==> src/sv/rotenc_pkg.sv <==
// ---------------------------------------------------------------------------
// Rotary encoder package
// Widths, reset values, register indexes and shared types.
// ---------------------------------------------------------------------------
`timescale 1ns / 1ps

package rotenc_pkg;

	localparam int TIMER_W     = 16;
	localparam int TIME_W      = 32;
	localparam int STEPS_W     = 16;
	localparam int MAX_DELTA_W = 7;
	localparam int DEBOUNCE_W  = 8;
	localparam int IN_TDATA_W  = 56;
	localparam int OUT_TDATA_W = 24;
	localparam int CFG_IDX_W   = 1;
	localparam int CFG_DATA_W  = 8;

	localparam int COUNTS_PER_STEP_DEF = 2;

	localparam logic [MAX_DELTA_W-1:0] MAX_DELTA_RST = 7'd8;
	localparam logic [DEBOUNCE_W-1:0]  DEBOUNCE_RST  = 8'd10;

	localparam logic [STEPS_W-1:0] STEPS_MAX = 16'h7FFF;
	localparam logic [STEPS_W-1:0] STEPS_MIN = 16'h8000;

	localparam logic [CFG_IDX_W-1:0] REG_MAX_DELTA   = 1'd0;
	localparam logic [CFG_IDX_W-1:0] REG_DEBOUNCE_MS = 1'd1;

	typedef struct packed {
		logic fire;
		logic first;
		logic take;
	} poll_ctl_t;

endpackage

==> src/sv/rotenc_step.sv <==
// ---------------------------------------------------------------------------
// Rotary encoder step accumulator
// Wrapped counter delta, glitch filter, detent division and saturating total.
// ---------------------------------------------------------------------------
`timescale 1ns / 1ps

module rotenc_step
	import rotenc_pkg::*;
#(
	parameter int COUNTS_PER_STEP = COUNTS_PER_STEP_DEF
) (
	input  logic                   clk,
	input  logic                   arst_n,
	input  poll_ctl_t              ctl,
	input  logic [TIMER_W-1:0]     timer_count,
	input  logic [MAX_DELTA_W-1:0] max_delta,
	output logic [STEPS_W-1:0]     move_steps
);

	localparam int REM_W   = $clog2(COUNTS_PER_STEP) + 1;
	localparam int SUM_W   = 9;
	localparam int MAG_W   = 8;
	localparam int RECIP_W = 17;
	localparam int PROD_W  = MAG_W + RECIP_W;
	localparam logic [RECIP_W-1:0] RECIP =
		RECIP_W'((65536 + COUNTS_PER_STEP - 1) / COUNTS_PER_STEP);
	localparam logic [MAG_W-1:0] CPS = MAG_W'(COUNTS_PER_STEP);

	logic [TIMER_W-1:0]      prev_count_q;
	logic signed [REM_W-1:0] rem_q;
	logic [STEPS_W-1:0]      steps_q;

	logic [TIMER_W-1:0]      diff;
	logic signed [16:0]      diff_ext;
	logic signed [16:0]      limit;
	logic                    in_range;
	logic [7:0]              delta;
	logic [SUM_W-1:0]        sum;
	logic [SUM_W-1:0]        sum_abs;
	logic [MAG_W-1:0]        mag;
	logic [PROD_W-1:0]       prod;
	logic [MAG_W-1:0]        q_mag;
	logic [MAG_W-1:0]        r_mag;
	logic [SUM_W-1:0]        quot;
	logic [REM_W-1:0]        rem_nxt;
	logic [STEPS_W:0]        total;
	logic [STEPS_W-1:0]      total_sat;

	always_comb begin
		diff     = timer_count - prev_count_q;
		diff_ext = $signed({diff[TIMER_W-1], diff});
		limit    = $signed({10'd0, max_delta});
		in_range = (diff_ext <= limit) && (diff_ext >= -limit);
		delta    = in_range ? diff[7:0] : 8'd0;
		sum      = {delta[7], delta} +
			{{(SUM_W-REM_W){rem_q[REM_W-1]}}, rem_q};
		sum_abs  = sum[SUM_W-1] ? (~sum + 1'b1) : sum;
		mag      = sum_abs[MAG_W-1:0];
		prod     = PROD_W'(mag) * PROD_W'(RECIP);
		q_mag    = prod[PROD_W-2:16];
		r_mag    = mag - (q_mag * CPS);
		quot     = sum[SUM_W-1] ? (~{1'b0, q_mag} + 1'b1) : {1'b0, q_mag};
		rem_nxt  = sum[SUM_W-1] ? REM_W'(~r_mag + 1'b1) : REM_W'(r_mag);
		total    = {steps_q[STEPS_W-1], steps_q} +
			{{(STEPS_W+1-SUM_W){quot[SUM_W-1]}}, quot};
		if (total[STEPS_W] != total[STEPS_W-1]) begin
			total_sat = total[STEPS_W] ? STEPS_MIN : STEPS_MAX;
		end else begin
			total_sat = total[STEPS_W-1:0];
		end
		move_steps = ctl.first ? '0 : total_sat;
	end

	always_ff @(posedge clk or negedge arst_n) begin
		if (!arst_n) begin
			prev_count_q <= '0;
			rem_q        <= '0;
			steps_q      <= '0;
		end else if (ctl.fire) begin
			prev_count_q <= timer_count;
			if (ctl.first) begin
				rem_q   <= '0;
				steps_q <= '0;
			end else begin
				rem_q   <= $signed(rem_nxt);
				steps_q <= ctl.take ? '0 : total_sat;
			end
		end
	end

endmodule

==> src/sv/rotenc_button.sv <==
// ---------------------------------------------------------------------------
// Rotary encoder button debounce
// Time based debounce of the raw level with a latched click on each press.
// ---------------------------------------------------------------------------
`timescale 1ns / 1ps

module rotenc_button
	import rotenc_pkg::*;
(
	input  logic                  clk,
	input  logic                  arst_n,
	input  poll_ctl_t             ctl,
	input  logic                  button_level,
	input  logic [TIME_W-1:0]     time_ms,
	input  logic [DEBOUNCE_W-1:0] debounce_ms,
	output logic                  click,
	output logic                  pressed
);

	logic              prev_level_q;
	logic              stable_q;
	logic              idle_q;
	logic              click_q;
	logic [TIME_W-1:0] change_time_q;

	logic              changed;
	logic [TIME_W-1:0] change_time_nxt;
	logic [TIME_W-1:0] elapsed;
	logic              settled;
	logic              stable_nxt;
	logic              click_nxt;

	always_comb begin
		changed         = button_level != prev_level_q;
		change_time_nxt = changed ? time_ms : change_time_q;
		elapsed         = time_ms - change_time_nxt;
		settled         = elapsed >= {{(TIME_W-DEBOUNCE_W){1'b0}}, debounce_ms};
		stable_nxt      = settled ? button_level : stable_q;
		click_nxt       = click_q |
			(settled && (stable_q != button_level) && (stable_q == idle_q));
		click           = ctl.first ? 1'b0 : click_nxt;
		pressed         = ctl.first ? 1'b0 : (stable_nxt != idle_q);
	end

	always_ff @(posedge clk or negedge arst_n) begin
		if (!arst_n) begin
			prev_level_q  <= 1'b0;
			stable_q      <= 1'b0;
			idle_q        <= 1'b0;
			click_q       <= 1'b0;
			change_time_q <= '0;
		end else if (ctl.fire) begin
			if (ctl.first) begin
				prev_level_q  <= button_level;
				stable_q      <= button_level;
				idle_q        <= button_level;
				click_q       <= 1'b0;
				change_time_q <= time_ms;
			end else begin
				prev_level_q  <= button_level;
				stable_q      <= stable_nxt;
				click_q       <= ctl.take ? 1'b0 : click_nxt;
				change_time_q <= change_time_nxt;
			end
		end
	end

endmodule

==> src/sv/rotary_encoder_step_and_button.sv <==
// Throughput: one request per cycle while the result register is not stalled by a low
// m_axis_tready; input register, one pass of logic, result register.
// A request is accepted whenever the result register is empty or being taken.
// Reset clears the valid flags and encoder state; max_delta resets to 8 and debounce_ms to 10.
// The first request after reset sets the counter baseline and idle level.
// ---------------------------------------------------------------------------
// Rotary encoder step and button top level
// Streaming poll interface, configuration registers and the result register.
// ---------------------------------------------------------------------------
`timescale 1ns / 1ps

module rotary_encoder_step_and_button
	import rotenc_pkg::*;
#(
	parameter int COUNTS_PER_STEP = COUNTS_PER_STEP_DEF
) (
	input  logic                   clk,
	input  logic                   arst_n,
	input  logic                   cfg_wr_en,
	input  logic [CFG_IDX_W-1:0]   cfg_index,
	input  logic [CFG_DATA_W-1:0]  cfg_data,
	input  logic                   s_axis_tvalid,
	output logic                   s_axis_tready,
	// timer_count[15:0], button_level[16], time_ms[48:17], take_steps[49], take_click[50]
	input  logic [IN_TDATA_W-1:0]  s_axis_tdata,
	output logic                   m_axis_tvalid,
	input  logic                   m_axis_tready,
	// move_steps[15:0], click[16], pressed[17]
	output logic [OUT_TDATA_W-1:0] m_axis_tdata
);

	logic [MAX_DELTA_W-1:0] max_delta_q;
	logic [DEBOUNCE_W-1:0]  debounce_ms_q;
	logic                   started_q;

	logic                   valid_s1;
	logic [TIMER_W-1:0]     count_s1;
	logic                   level_s1;
	logic [TIME_W-1:0]      time_s1;
	logic                   take_steps_s1;
	logic                   take_click_s1;

	logic                   valid_s2;
	logic [STEPS_W-1:0]     steps_s2;
	logic                   click_s2;
	logic                   pressed_s2;

	logic                   advance;
	poll_ctl_t              step_ctl;
	poll_ctl_t              button_ctl;
	logic [STEPS_W-1:0]     move_steps;
	logic                   click;
	logic                   pressed;

	always_ff @(posedge clk or negedge arst_n) begin
		if (!arst_n) begin
			max_delta_q   <= MAX_DELTA_RST;
			debounce_ms_q <= DEBOUNCE_RST;
		end else if (cfg_wr_en) begin
			unique case (cfg_index)
				REG_MAX_DELTA:   max_delta_q   <= cfg_data[MAX_DELTA_W-1:0];
				REG_DEBOUNCE_MS: debounce_ms_q <= cfg_data[DEBOUNCE_W-1:0];
			endcase
		end
	end

	assign advance       = valid_s1 && (!valid_s2 || m_axis_tready);
	assign s_axis_tready = !valid_s1 || advance;

	always_ff @(posedge clk or negedge arst_n) begin
		if (!arst_n) begin
			valid_s1 <= 1'b0;
		end else if (s_axis_tready) begin
			valid_s1 <= s_axis_tvalid;
		end
	end

	always_ff @(posedge clk) begin
		if (s_axis_tvalid && s_axis_tready) begin
			count_s1      <= s_axis_tdata[15:0];
			level_s1      <= s_axis_tdata[16];
			time_s1       <= s_axis_tdata[48:17];
			take_steps_s1 <= s_axis_tdata[49];
			take_click_s1 <= s_axis_tdata[50];
		end
	end

	always_ff @(posedge clk or negedge arst_n) begin
		if (!arst_n) begin
			started_q <= 1'b0;
		end else if (advance) begin
			started_q <= 1'b1;
		end
	end

	always_comb begin
		step_ctl.fire    = advance;
		step_ctl.first   = !started_q;
		step_ctl.take    = take_steps_s1;
		button_ctl.fire  = advance;
		button_ctl.first = !started_q;
		button_ctl.take  = take_click_s1;
	end

	rotenc_step #(
		.COUNTS_PER_STEP(COUNTS_PER_STEP)
	) u_step (
		.clk        (clk),
		.arst_n     (arst_n),
		.ctl        (step_ctl),
		.timer_count(count_s1),
		.max_delta  (max_delta_q),
		.move_steps (move_steps)
	);

	rotenc_button u_button (
		.clk         (clk),
		.arst_n      (arst_n),
		.ctl         (button_ctl),
		.button_level(level_s1),
		.time_ms     (time_s1),
		.debounce_ms (debounce_ms_q),
		.click       (click),
		.pressed     (pressed)
	);

	always_ff @(posedge clk or negedge arst_n) begin
		if (!arst_n) begin
			valid_s2 <= 1'b0;
		end else if (!valid_s2 || m_axis_tready) begin
			valid_s2 <= valid_s1;
		end
	end

	always_ff @(posedge clk) begin
		if (advance) begin
			steps_s2   <= move_steps;
			click_s2   <= click;
			pressed_s2 <= pressed;
		end
	end

	assign m_axis_tvalid = valid_s2;
	assign m_axis_tdata  = {6'd0, pressed_s2, click_s2, steps_s2};

endmodule

==> config.mk <==
export PLATFORM = sky130hd
export DESIGN_NAME = rotary_encoder_step_and_button
export DESIGN_NICKNAME = d
export VERILOG_FILES = /design/src/sv/rotenc_pkg.sv /design/src/sv/rotenc_step.sv /design/src/sv/rotenc_button.sv /design/src/sv/rotary_encoder_step_and_button.sv
export SDC_FILE = /design/constraint.sdc
export NUM_CORES = 1
export LEC_CHECK = 0
export BUFFER_PORTS_ARGS = -buffer_cell sky130_fd_sc_hd__buf_2
export CORE_ASPECT_RATIO = 1.2
export CORE_MARGIN = 8
export CORE_UTILIZATION = 38
export DETAILED_ROUTE_END_ITERATION = 7
export PLACE_DENSITY = 0.55
export SYNTH_ARGS = -nofsm -noshare
export SYNTH_HDL_FRONTEND = slang
export SYNTH_SLANG_ARGS = --single-unit
==> constraint.sdc <==
create_clock -name clk -period 7.7 [get_ports clk]
set_clock_uncertainty 0.05 [all_clocks]
set_input_delay 0.385 -clock clk [delete_from_list [all_inputs] [get_ports clk]]
set_output_delay 0.385 -clock clk [all_outputs]
set_load 0.02 [all_outputs]
=== After elaboration in Yosys (flattened, before gate mapping) ===
Cells that the tools add are included.

* Bits in registers: 157
* Bits in latches: 0
* Bits in writable memories: 0
* ROM bits: 0
* Input port bits: 70
* Memories kept: 0

* $add $sub $neg: 9
* $mul: 0
* Divide/modulo/power cells: 0
* Magnitude comparators: 3
* Eq/ne operators: 5
* Shift operators: 0
* Multiplexer cells: 15
* Bitwise operators: 6
* Reduce and logical (&&, ||, !) cells: 12

{| class="wikitable"
|+ Operators with widths
! kind !! count
|-
| $mux W16 || 4
|-
| $mux W32 || 2
|-
| $ge A32 B8 Y1 || 1
|-
| $sub A32 B32 Y32 || 1
|-
| $add A16 B9 Y17 || 1
|-
| $ge A16 B17 Y1 || 1
|-
| $neg A7 Y17 || 1
|-
| $le A16 B8 Y1 || 1
|-
| $mux W8 || 2
|-
| $sub A16 B16 Y16 || 1
|-
| $add A8 B2 Y9 || 1
|-
| $add A9 B1 Y9 const B || 1
|-
| $mux W9 || 1
|-
| $not A7 Y9 || 1
|-
| $add A8 B1 Y8 const B || 1
|-
| $not A8 Y8 || 1
|-
| $reduce_and A2 Y1 || 3
|-
| $logic_and A1 B1 Y1 || 5
|-
| $mux W1 || 4
|-
| $mux W2 || 2
|-
| $ne A1 B1 Y1 || 4
|-
| $add A2 B1 Y2 const B || 1
|-
| $logic_not A1 Y1 || 2
|-
| $logic_or A1 B1 Y1 || 2
|-
| other kinds (5) || 6
|}

=== Depth between registers and ports, before layout ===
Gate-level depths: netlist (run 1).

* Depth after elaboration: 16
* Gate-level depth with buffers: 44

=== Cells and area by module ===
A second synthesis (run 1) with hierarchy kept.

* Cell total of the unflattened synthesis: 1,285
* Area, all modules: 11,942.7 um^2

{| class="wikitable"
|+ By module, submodules not included
! module !! times used !! cells an instance !! area an instance (um^2)
|-
| rotenc_step || 1 || 594 || 4,560.6
|-
| rotenc_button || 1 || 569 || 4,515.6
|-
| rotary_encoder_step_and_button || 1 || 122 || 2,866.5
|}

=== Worst setup path after synthesis (run 1) ===
Ideal clock, no wire load.

* Path type: register to register
* Start: register count_s1[1]
* End: register steps_s2[12] (data pin)
* Setup time: 0.267 ns
* Arrival: 8.214 ns
* Required time: 7.383 ns
* Slack: -0.831 ns
* Cell stages (with the launch flop): 40
* Period minus slack after synthesis: 8.531 ns
* Cell sequence: edfxtp_1 -> ha_1 -> nor2b_1 -> o21a_1 -> o21a_1 -> o21a_1 -> or3b_1 -> a41o_1 -> a31oi_1 -> xnor2_1 -> ha_1 -> o211ai_1 -> a21oi_1 -> a2bb2oi_1 -> o21ai_2 -> nor2_1 -> ha_1 -> inv_1 -> [4 not listed] -> a21bo_2 -> a21oi_1 -> clkbuf_1 -> mux2i_1 -> ha_1 -> inv_1 -> mux2i_1 -> fa_1 -> a21o_1 -> a21oi_2 -> o21bai_1 -> a21boi_1 -> o41ai_1 -> a31o_2 -> or4_4 -> a21o_1 -> nand2_1 -> o21ai_0

* Word-level cells in the longest chain between the ends: 14
* Elaborated cells between the ends (all ways): 16
* Those cells by class: 5 x add/sub; 2 x order compare; 1 x eq/ne; 5 x mux; 2 x bitwise; 1 x reduce/logical

{| class="wikitable"
|+ Ends and longest elaborated chain
! item !! line !! RTL
|-
| start, declared || rotary_encoder_step_and_button.sv:37 || <nowiki>logic [TIMER_W-1:0] count_s1;</nowiki>
|-
| start signal, assigned || rotary_encoder_step_and_button.sv:80 || <nowiki>count_s1 <= s_axis_tdata[15:0];</nowiki>
|-
| $sub A16 B16 Y16 (*) || rotenc_step.sv:50 || <nowiki>diff = timer_count - prev_count_q;</nowiki>
|-
| $ge A16 B17 Y1 / $le A16 B8 Y1 (equally long branches) || rotenc_step.sv:53 || <nowiki>in_range = (diff_ext <= limit) && (diff_ext >= -limit);</nowiki>
|-
| $logic_and A1 B1 Y1 || rotenc_step.sv:53 ||
|-
| $mux W8 (*) || rotenc_step.sv:54 || <nowiki>delta = in_range ? diff[7:0] : 8'd0;</nowiki>
|-
| $add A8 B2 Y9 (*) || rotenc_step.sv:55 || <nowiki>sum = {delta[7], delta} +</nowiki>
|-
| $not A8 Y8 || rotenc_step.sv:57 || <nowiki>sum_abs = sum[SUM_W-1] ? (~sum + 1'b1) : sum;</nowiki>
|-
| $add A8 B1 Y8 || rotenc_step.sv:57 ||
|-
| $mux W8 || rotenc_step.sv:57 ||
|-
| $not A7 Y9 || rotenc_step.sv:62 || <nowiki>quot = sum[SUM_W-1] ? (~{1'b0, q_mag} + 1'b1) : {1'b0, q_mag};</nowiki>
|-
| $add A9 B1 Y9 || rotenc_step.sv:62 ||
|-
| $mux W9 (*) || rotenc_step.sv:62 ||
|-
| $add A16 B9 Y17 (*) || rotenc_step.sv:64 || <nowiki>total = {steps_q[STEPS_W-1], steps_q} +</nowiki>
|-
| $mux W16 / $ne A1 B1 Y1 (equally long branches) || rotenc_step.sv:67, rotenc_step.sv:66 ||
|-
| $mux W16 (*) || rotenc_step.sv:66 || <nowiki>if (total[STEPS_W] != total[STEPS_W-1]) begin</nowiki>
|-
| end signal, assigned || rotary_encoder_step_and_button.sv:137 || <nowiki>steps_s2 <= move_steps;</nowiki>
|-
| end, declared || rotary_encoder_step_and_button.sv:44 || <nowiki>logic [STEPS_W-1:0] steps_s2;</nowiki>
|}

Mark *: on every way between the ends. The rest lies on a longest branch, timed or not.
A chain may end at the register's enable or synchronous reset.

=== Final worst setup path (run 1) ===
* Start: register count_s1[1]
* End: register u_step.steps_q[12]

* Word-level cells in the longest chain between the ends: 16
* Elaborated cells between the ends (all ways): 18
* Those cells by class: 5 x add/sub; 2 x order compare; 1 x eq/ne; 7 x mux; 2 x bitwise; 1 x reduce/logical

{| class="wikitable"
|+ Ends and longest elaborated chain
! item !! line !! RTL
|-
| $sub A16 B16 Y16 (*) || rotenc_step.sv:50 ||
|-
| $ge A16 B17 Y1 / $le A16 B8 Y1 (equally long branches) || rotenc_step.sv:53 ||
|-
| $logic_and A1 B1 Y1 || rotenc_step.sv:53 ||
|-
| $mux W8 (*) || rotenc_step.sv:54 ||
|-
| $add A8 B2 Y9 (*) || rotenc_step.sv:55 ||
|-
| $not A8 Y8 || rotenc_step.sv:57 ||
|-
| $add A8 B1 Y8 || rotenc_step.sv:57 ||
|-
| $mux W8 || rotenc_step.sv:57 ||
|-
| $not A7 Y9 || rotenc_step.sv:62 ||
|-
| $add A9 B1 Y9 || rotenc_step.sv:62 ||
|-
| $mux W9 (*) || rotenc_step.sv:62 ||
|-
| $add A16 B9 Y17 (*) || rotenc_step.sv:64 ||
|-
| $mux W16 / $ne A1 B1 Y1 (equally long branches) || rotenc_step.sv:67, rotenc_step.sv:66 ||
|-
| $mux W16 (*) || rotenc_step.sv:66 ||
|-
| $mux W16 (*) || rotenc_step.sv:86 || <nowiki>steps_q <= ctl.take ? '0 : total_sat;</nowiki>
|-
| $mux W16 (*) || rotenc_step.sv:81 || <nowiki>if (ctl.first) begin</nowiki>
|-
| end signal, assigned || rotenc_step.sv:86 ||
|-
| end, declared || rotenc_step.sv:31 || <nowiki>logic [STEPS_W-1:0] steps_q;</nowiki>
|}

Marked as above.

==> out/metrics.yaml, run 1 <==
outcome:
  outcome: "complete, but fails checks"
  violations: "setup timing"
cells_and_area:
  stdcell_count: 1732
  layout_commonest_cell: "buf_4"
  mostFrequentLayoutCells: "buf_4 (129), nand2_1 (103), ha_1 (97)"
  antenna_cells: 0
  layout-drive-gt1-share_pct: 31.7
  area_growth_pct: 26.6
  layout.nets: 1513
timing:
  slew_viol_final: 0
  fin_crit_ns: 8.18
  fmax_mhz: 122
  finalSetupViolCount: 32
  fin_ws_ns: -0.484
  hold_viol: 0
  max-slew-margin-rel_pct: 33.2
  rsz0062_at_grt: "true"
  fin_crit_sh_pct: 106
  worstMarginPinSlew_ns: 1.00
die:
  fp.dieH_um: 203
  rows: 68
  start_util_pct: 38.6
  io_pins: 96
  coreArea_um2: 28800
  die_x_um: 172
  fp.dieArea_um2: 35000
global_routing:
  track_usage_pct: 16.5
  grt_antenna_before_repair: 0
  grt_pass1_wl_um: 46500
  grt_pass1_vias: 9418
  grt_overflow: 0
  grt_max_degree: 72
clocking:
  clk_pin_slew_ns: 0.07
  htreeDepth: 4
  cts_sinks: 157
  clockRootBuffer: "clkbuf_16"
  cts_tree: "yes"
  cts_buffers: 17
  clk_path_buf_depth: 2
  clock_latency_ns: 0.44
drt:
  antenna_left: 0
  detail_route.wl_per_cell_um: 16.1
  drt-total-wl_um: 27900
  vias_per_cell: 5.20
  drtPass1Iterations: 4
  drc_errors: 0
  vias: 9015
  drt-initial-drc-count: 322
synthesis:
  synth.distinct_cells: 85
  synth_top_flop_cell: "dfrtp_1"
  yosys_warnings: 0
  synth-seq-area-share_pct: 38.5
  synth-edff-count: 69
  ys_ff_latch: 157
  synthArstFlopShare_pct: 56.1
  syn_inst: 1133
  syn-cell-area_um2: 11100
  avgSynthCellArea_um2: 9.80
worst_setup_path:
  path_common_cell: "o21a_1"
  worst-path-max-fanout: 6
  cp.required_ns: 7.97
  max_stage_delay_ns: 0.46
  crit_type: "reg2reg"
  critPathCaptureType: "register"
  reg2reg_from: "count_s1[1]"
  crit_path_top_delay_cell: "or4_4"
  cp-startpoint: "count_s1[1]"
  rrSetupSlack_ns: -0.48
  critPathArrivalTime_ns: 8.45
  start_kind: "register"
placement:
  routabilityCongestion: 0.871
  port_buffers: 84
  hpwl_um: 20800
  placed_cells: 1686
worst_hold_path:
  hp-start: "s_axis_tdata[15]"
  hold_class: "in2reg"
flow_run:
  drv_cap: 0
[routing by layer]
metal | vias up | track usage (%) | wire length, um
li1 | 4579 | - | -
met1 | 4294 | 19.5 | 12000
met2 | 105 | 29.6 | 14600
met3 | 37 | 2.96 | 765
met4 | 0 | 5.12 | 531
met5 | - | 0 | 0
[metrics by stage]
stage | hold WS [ns] | setup WS [ns] | instance area [um^2] | setup TNS [ns] | utilization, %
after floorplan | 0.0394 | -0.178 | 11300 | -3.32 | -
after global placement | 0.236 | -0.646 | 12900 | -15.23 | 44.8
after detailed placement | 0.235 | -0.697 | 12900 | -17.90 | 44.8
after CTS | 0.0408 | -0.393 | 13900 | -10.74 | 48.3
after global routing | 0.0368 | -0.907 | 14100 | -26.42 | 48.9
final | 0.0649 | -0.484 | 14100 | -12.87 | 48.9
[path summary, 6_finish.rpt]
kind,depth (start not counted),endpoint
worst max-delay path,40,u_step.steps_q[12]
min in group asynchronous,2,u_button.change_time_q[8]
worst max register to register,40,u_step.steps_q[12]
worst min-delay path,1,count_s1[15]
worst min register to register,2,u_button.change_time_q[0]
max in group asynchronous,3,u_step.steps_q[3]
[cell families (layout without fill, tap and decap cells)]
group                      after synthesis  after routing  share of synthesized area (%)
and+or+nand+nor                        333            333                           14.8
buffers and inverters                  106            315                           4.26
DFF                                    157            157                           38.5
other                                    1              6                         0.0338
adders and majority gates              109            109                           12.6
muxes                                   80             80                           7.71
xor gates and xnor gates                57             57                           4.50
AOI/OAI and AO/OA                      290            290                           17.6
[flip-flops by register name (all words and copies together), names as in the netlist, 2 cells and up]
name	cells
count_s1	16
debounce_ms_q	8
max_delta_q	7
steps_s2	16
time_s1	32
u_button.change_time_q	32
u_step.prev_count_q	16
u_step.rem_q	2
u_step.steps_q	16
[area by class of cell]
class,count,area (um^2)
Fill cell,2781,14700
Multi-Input combinational cell,875,6990
Sequential cell,157,4280
Timing Repair Buffer,217,1450
Tap cell,385,482
Clock buffer,18,450
Inverter,66,248
Clock inverter,14,155
[worst max-delay path, delay by kind of cell (launching register included)]
kind | cells | cell delay (ns)
AOI/OAI and AO/OA | 19 | 3.50
and+or+nand+nor | 11 | 1.98
adders and majority gates | 5 | 1.38
DFF | 1 | 0.41
buffers and inverters | 3 | 0.27
muxes | 1 | 0.27
xor gates and xnor gates | 1 | 0.20
[Yosys cell counts, types with 9 or more instances]
cell type	number	area, um^2
clkbuf_1	15	56.3
nand4_1	17	106
o21ai_0	71	355
buf_4	9	67.6
mux2i_1	36	360
edfxtp_1	69	2070
o21bai_1	9	67.6
ha_1	105	1310
xnor2_1	41	359
inv_1	65	244
nor2_1	64	240
nand2b_1	13	81.3
xor2_1	16	140
mux2_2	44	495
nor3_1	29	145
a31oi_1	11	68.8
o21a_1	17	128
a221o_1	9	90.1
nand3_1	28	140
a21oi_1	71	355
o211ai_1	16	120
a21o_1	19	143
nand2_1	105	394
dfrtp_1	85	2130
nor2b_1	19	119
and3_1	11	68.8
[timing repair]
action                                 in CTS  in global routing
pin swaps                                  44                 14
setup endpoints to repair                  32                 32
hold buffers                                1                  0
resized for setup                          70                 36
buffers inserted                           10                  4
endpoints found under the hold margin      17                  0
Power of run 1 is left out: the tool's default activity adds up to more than one toggle a clock period on the data nets, which glitch-free logic cannot reach.
==> run 2, diff against run 1 <==
--- a/config.mk
+++ b/config.mk
@@ -11,6 +11,7 @@
 export CORE_UTILIZATION = 38
 export DETAILED_ROUTE_END_ITERATION = 7
 export PLACE_DENSITY = 0.55
+export REMOVE_ABC_BUFFERS = 1
 export SYNTH_ARGS = -nofsm -noshare
 export SYNTH_HDL_FRONTEND = slang
 export SYNTH_SLANG_ARGS = --single-unit
==> run 2 against run 1 <==
  * The flow still finishes with violations (setup timing)
  * Die area is the same
  * Worst hold slack gained 0.0020 ns
  * Flip-flop and latch count is the same
  * Non-clock buffer count grew 34
  * Maximum frequency shrank 1.9%
  * Count of clock-buffer cells in the layout shrank 1
  * Via count grew 2.2%
  * Routed wire length grew 2.1%
==> out/metrics.yaml, run 2 (synthesized netlist as in run 1, its figures left out) <==
die:
  fp.dieArea_um2: 35000  # unchanged
  rows: 68  # unchanged
  start_util_pct: 38.6  # unchanged
  io_pins: 96  # unchanged
  fp.dieH_um: 203  # unchanged
  die_x_um: 172  # unchanged
  coreArea_um2: 28800  # unchanged
worst_hold_path:
  hp-start: "s_axis_tdata[11]"
  hold_path_depth: 1  # unchanged
  hold_class: "in2reg"
  whs_endpoint: "count_s1[11]"
clocking:
  cts_buffers: 17  # unchanged
  cts_sinks: 157  # unchanged
  cts_tree: "yes"
  clk_path_buf_depth: 2  # unchanged
  clock_latency_ns: 0.44  # about the same
  clockRootBuffer: "clkbuf_16"
  htreeDepth: 4  # unchanged
  clk_pin_slew_ns: 0.07  # about the same
cells_and_area:
  mostFrequentLayoutCells: "buf_4 (158), nand2_1 (101), ha_1 (98)"
  layout_commonest_cell: "buf_4"
  area_growth_pct: 28.1
  antenna_cells: 0  # unchanged
  layout-drive-gt1-share_pct: 32.2  # +0.45 points
  postLayoutCellArea_um2: 14200  # +1.1%
  layout.nets: 1547  # +2.2%
  reg_top3: "time_s1 (32), u_button.change_time_q (32)"
  fillCellCount: 2756  # -0.90%
worst_setup_path:
  crit_path_top_delay_cell: "edfxtp_1"
  worst-path-max-fanout: 8  # +2
  ff2ff_path_depth: 40  # unchanged
  rrSetupSlack_ns: -0.64  # -0.16 ns
  critPathCaptureType: "register"
  critPathArrivalTime_ns: 8.66  # +0.21 ns
  crit_type: "reg2reg"
  path_common_cell: "o21a_1"
  max_stage_delay_ns: 0.41  # -0.05 ns
  r2r-end: "u_step.steps_q[10]"
  start_kind: "register"
  cp.required_ns: 8.02  # +0.05 ns
  reg2reg_from: "count_s1[1]"
drt:
  detail_route.wl_per_cell_um: 16.1  # +0.15%
  drc_errors: 0  # unchanged
  vias: 9215  # +2.2%
  drt-total-wl_um: 28500  # +2.1%
  drt-initial-drc-count: 296  # -8.1%
  drtPass1Iterations: 5  # +1
  vias_per_cell: 5.22  # +0.25%
  antenna_left: 0  # unchanged
placement:
  port_buffers: 84  # unchanged
  routabilityCongestion: 0.928  # +6.6%
  placed_cell_area_um2: 12900  # -0.14%
  hpwl_um: 21600  # +3.6%
global_routing:
  grt_antenna_before_repair: 0  # unchanged
  grt_overflow: 0  # unchanged
  track_usage_pct: 16.5  # +0.038 points
  grt_pass1_vias: 9358  # -0.64%
  grt_pass1_wl_um: 46500  # about the same
  grt_max_degree: 68  # -5.6%
timing:
  fmax_mhz: 120  # -1.9%
  hold_viol: 0  # unchanged
  worstMarginPinSlew_ns: 0.950  # -0.0522 ns
  rsz0062_at_grt: "true"
  fin_crit_ns: 8.34  # +0.156 ns
  fin_ws_ns: -0.640  # -0.156 ns
  fin_crit_sh_pct: 108  # +2.0 points
  finalSetupViolCount: 32  # unchanged
  slew_viol_final: 0  # unchanged
  max-slew-margin-rel_pct: 35.9  # +2.7 points
outcome:
  outcome: "complete, but fails checks"
  violations: "setup timing"
flow_run:
  drv_cap: 0  # unchanged
==> run 2: cell types whose count changed in the layout (fill, tap and decap cells not counted), sizes merged <==
| cell | change |
|---|---|
| clkinv | +3 |
| clkbuf | -1 |
| inv | -3 |
| bufinv | +1 |
| buf | +34 |
==> run 2: per-layer routing <==
| metal | share of wire, % | global-route usage (%) | vias to the layer above |
|---|---|---|---|
| li1 | - | - | 4621 |
| met1 | 42 | 19.0 | 4425 |
| met2 | 53 | 30.4 | 141 |
| met3 | 2.9 | 2.61 | 28 |
| met4 | 2.0 | 5.64 | 0 |
| met5 | 0 | 0 | - |
==> run 2: final cells by class <==
class	count	area [um^2]	share of cell area, %
Clock buffer	17	425	2.99
Clock inverter	15	190	1.34
Inverter	66	248	1.74
Multi-Input combinational cell	875	6880	48.4
Sequential cell	157	4280	30.1
Tap cell	385	482	3.39
Timing Repair Buffer	251	1710	12.0
==> run 2: critical path: cells and delay by family (launching register included) <==
kind,cells,cell delay (ns)
and+or+nand+nor,8,1.59
buffers and inverters,7,0.91
xor gates and xnor gates,3,0.44
AOI/OAI and AO/OA,18,3.72
DFF,1,0.41
adders and majority gates,4,1.20
==> run 2: worst max path at each step <==
| stage | startpoint | endpoint | slack (ns) | depth (start not counted) |
|---|---|---|---|---|
| floorplan | count_s1[1] | steps_s2[12] | -1.04 | 38 |
| global placement | count_s1[0] | steps_s2[6] | -0.88 | 42 |
| detailed placement | count_s1[0] | u_step.steps_q[4] | -0.97 | 44 |
| CTS | count_s1[1] | u_step.steps_q[4] | -0.54 | 43 |
| global route | count_s1[0] | steps_s2[10] | -1.01 | 41 |
| finish | count_s1[1] | u_step.steps_q[10] | -0.64 | 40 |
==> run 2: what timing repair did <==
action,CTS,global route
pin swaps,66,30
setup buffers,15,11
setup endpoints to repair,32,32
hold buffers,1,0
resized for setup,79,53
endpoints found under the hold margin,21,0
==> run 2: stage by stage <==
step / hold WS (ns) / utilization, % / cells / setup WS (ns) / TNS [ns]
after CTS: 0.0444 / 48.3 / 1755 / -0.542 / -14.36
after detailed placement: 0.254 / 44.7 / 1707 / -0.973 / -29.00
final: 0.0669 / 49.4 / 1766 / -0.640 / -17.36
after global routing: 0.0482 / 49.4 / 1766 / -1.01 / -29.54
after floorplan: 0.0394 / - / 1098 / -1.04 / -28.11
after global placement: 0.253 / 44.7 / 1707 / -0.883 / -25.46
Power of run 2 is left out for the same reason.
==> run 3, diff against run 2 <==
--- a/config.mk
+++ b/config.mk
@@ -10,6 +10,7 @@
 export CORE_MARGIN = 8
 export CORE_UTILIZATION = 38
 export DETAILED_ROUTE_END_ITERATION = 7
+export GPL_ROUTABILITY_DRIVEN = 0
 export PLACE_DENSITY = 0.55
 export REMOVE_ABC_BUFFERS = 1
 export SYNTH_ARGS = -nofsm -noshare
==> constraint.sdc (replaced) <==
create_clock -name clk -period 7.7 [get_ports clk]
set_clock_uncertainty 0.05 [all_clocks]
set_input_delay 0.385 -clock clk [delete_from_list [all_inputs] [get_ports clk]]
set_output_delay 0.385 -clock clk [all_outputs]
set_load 0.1 [all_outputs]
==> run 3 against run 2 <==
  * Global-route usage is 0.42 points lower
  * Utilization is 0.17 points lower
  * The run still ends with setup timing left
  * Routed wire length is 1.8% lower
  * Die area stayed put
  * Setup slack better by 0.18 ns
==> out/metrics.yaml, run 3 (synthesized netlist as in run 1, its figures left out) <==
die:
  rows: 68  # unchanged
  start_util_pct: 38.6  # unchanged
  io_pins: 96  # unchanged
  coreArea_um2: 28800  # unchanged
  die_x_um: 172  # unchanged
  fp.dieArea_um2: 35000  # unchanged
  fp.dieH_um: 203  # unchanged
worst_setup_path:
  max_stage_delay_ns: 0.44  # +0.03 ns
  critPathCaptureType: "register"
  worst-path-max-fanout: 5  # -3
  start_kind: "register"
  critPathTopFamily: "compound AO/OA/AOI/OAI gates"
  path_common_cell: "o21a_1"
  crit_path_top_delay_cell: "or4_4"
  cp.required_ns: 7.83  # -0.19 ns
  crit_type: "reg2reg"
  crit_buf_inv: 6  # -1
  critPathArrivalTime_ns: 8.29  # -0.37 ns
global_routing:
  grt_overflow: 0  # unchanged
  grt_max_degree: 70  # +2.9%
  grt_antenna_before_repair: 0  # unchanged
  track_usage_pct: 16.1  # -0.42 points
  grt_pass1_vias: 9529  # +1.8%
  grt_pass1_wl_um: 45500  # -2.2%
drt:
  vias: 9111  # -1.1%
  vias_per_cell: 5.17  # -0.85%
  drt-initial-drc-count: 408  # +38%
  antenna_left: 0  # unchanged
  drt-total-wl_um: 28000  # -1.8%
  drtPass1Iterations: 5  # unchanged
  drc_errors: 0  # unchanged
  detail_route.wl_per_cell_um: 15.9  # -1.5%
worst_hold_path:
  hold_class: "in2reg"
outcome:
  violations: "setup timing"
  outcome: "complete, but fails checks"
placement:
  port_buffers: 84  # unchanged
  pre_cts_slack_ns: -1.01  # -0.0327 ns
  hpwl_um: 21100  # -2.4%
timing:
  worstMarginPinSlew_ns: 0.971  # +0.0212 ns
  fin_ws_ns: -0.461  # +0.179 ns
  finalSetupViolCount: 32  # unchanged
  slew_viol_final: 0  # unchanged
  hold_viol: 0  # unchanged
  fin_crit_ns: 8.16  # -0.179 ns
  fmax_mhz: 123  # +2.2%
  fin_crit_sh_pct: 106  # -2.3 points
  rsz0062_at_grt: "true"
  max-slew-margin-rel_pct: 35.2  # -0.61 points
cells_and_area:
  reg_top3: "time_s1 (32), u_button.change_time_q (32)"
  fillCellCount: 2728  # -1.0%
  mostFrequentLayoutCells: "buf_4 (150), nand2_1 (103), ha_1 (94)"
  area_growth_pct: 27.6
  multi_input_area_um2: 6920  # +0.56%
  seq_area_um2: 4280  # unchanged
  layout_commonest_cell: "buf_4"
  layout-drive-gt1-share_pct: 32.0  # -0.17 points
  layout.nets: 1542  # -0.32%
  antenna_cells: 0  # unchanged
clocking:
  htreeDepth: 4  # unchanged
  clk_pin_slew_ns: 0.06  # about the same
  cts_tree: "yes"
  cts_buffers: 17  # unchanged
  clk_path_buf_depth: 2  # unchanged
  cts_sinks: 157  # unchanged
  clock_latency_ns: 0.43  # about the same
  clockRootBuffer: "clkbuf_16"
flow_run:
  drv_cap: 0  # unchanged
==> run 3: changes by cell type in the layout (fill, tap and decap cells not counted), sizes merged <==
cell / delta
bufinv: -2
buf: -5
clkbuf: +4
inv: -1
clkinvlp: -2
clkinv: +1
==> run 3: final timing paths <==
path                                       start                         to  slack, ns  depth (start not counted)
worst max-delay path                 count_s1[1]               steps_s2[13]      -0.46                         40
worst min-delay path            s_axis_tdata[11]               count_s1[11]       0.08                          1
worst max register to register       count_s1[1]               steps_s2[13]      -0.46                         40
worst min register to register      count_s1[15]    u_step.prev_count_q[15]       0.44                          2
max in group asynchronous                 arst_n     u_step.prev_count_q[7]       6.00                          3
min in group asynchronous                 arst_n  u_button.change_time_q[4]       0.33                          2
==> run 3: routing by layer <==
| metal | part of all wire [%] | vias to the layer above | track usage [%] |
|---|---|---|---|
| li1 | - | 4613 | - |
| met1 | 42 | 4347 | 18.4 |
| met2 | 53 | 126 | 29.9 |
| met3 | 2.5 | 25 | 2.57 |
| met4 | 1.8 | 0 | 5.03 |
| met5 | 0 | - | 0 |
==> run 3: cell type report <==
type | count | area share [%]
clock buffer | 21 | 3.18
timing repair buffer | 246 | 12.0
clock inverter | 11 | 0.662
multi-input combinational | 875 | 48.8
sequential | 157 | 30.2
tap | 385 | 3.40
inverter | 66 | 1.75
==> run 3: repair_timing <==
action	in CTS	in global routing
gates resized for setup	85	52
hold buffers	1	0
pin swaps	46	37
gates cloned	0	0
buffers inserted	18	5
hold endpoints to repair	19	0
endpoints found under the setup margin	32	32
==> run 3: stage by stage <==
| stage | std cells | utilization, % | hold slack [ns] | cell area, um^2 | TNS (ns) |
|---|---|---|---|---|---|
| final | 1761 | 49.3 | 0.0773 | 14200 | -12.64 |
| after floorplan | 1098 | - | 0.0394 | 10900 | -28.11 |
| after CTS | 1757 | 48.3 | 0.0494 | 13900 | -11.84 |
| after global routing | 1761 | 49.3 | 0.0533 | 14200 | -24.78 |
| after global placement | 1706 | 44.7 | 0.240 | 12900 | -22.07 |
| after detailed placement | 1706 | 44.7 | 0.243 | 12900 | -29.07 |
==> run 3: worst reg2reg max path: cells and delay by family (launching register included) <==
kind / cells / cell delay (ns)
AO/OA/AOI/OAI: 15 / 3.05
XOR/XNOR: 3 / 0.47
adder cells (fa/ha/maj): 5 / 1.24
buffers and inverters: 6 / 0.64
flip-flops: 1 / 0.39
AND/OR/NAND/NOR: 11 / 2.08
Power of run 3 is left out for the same reason.
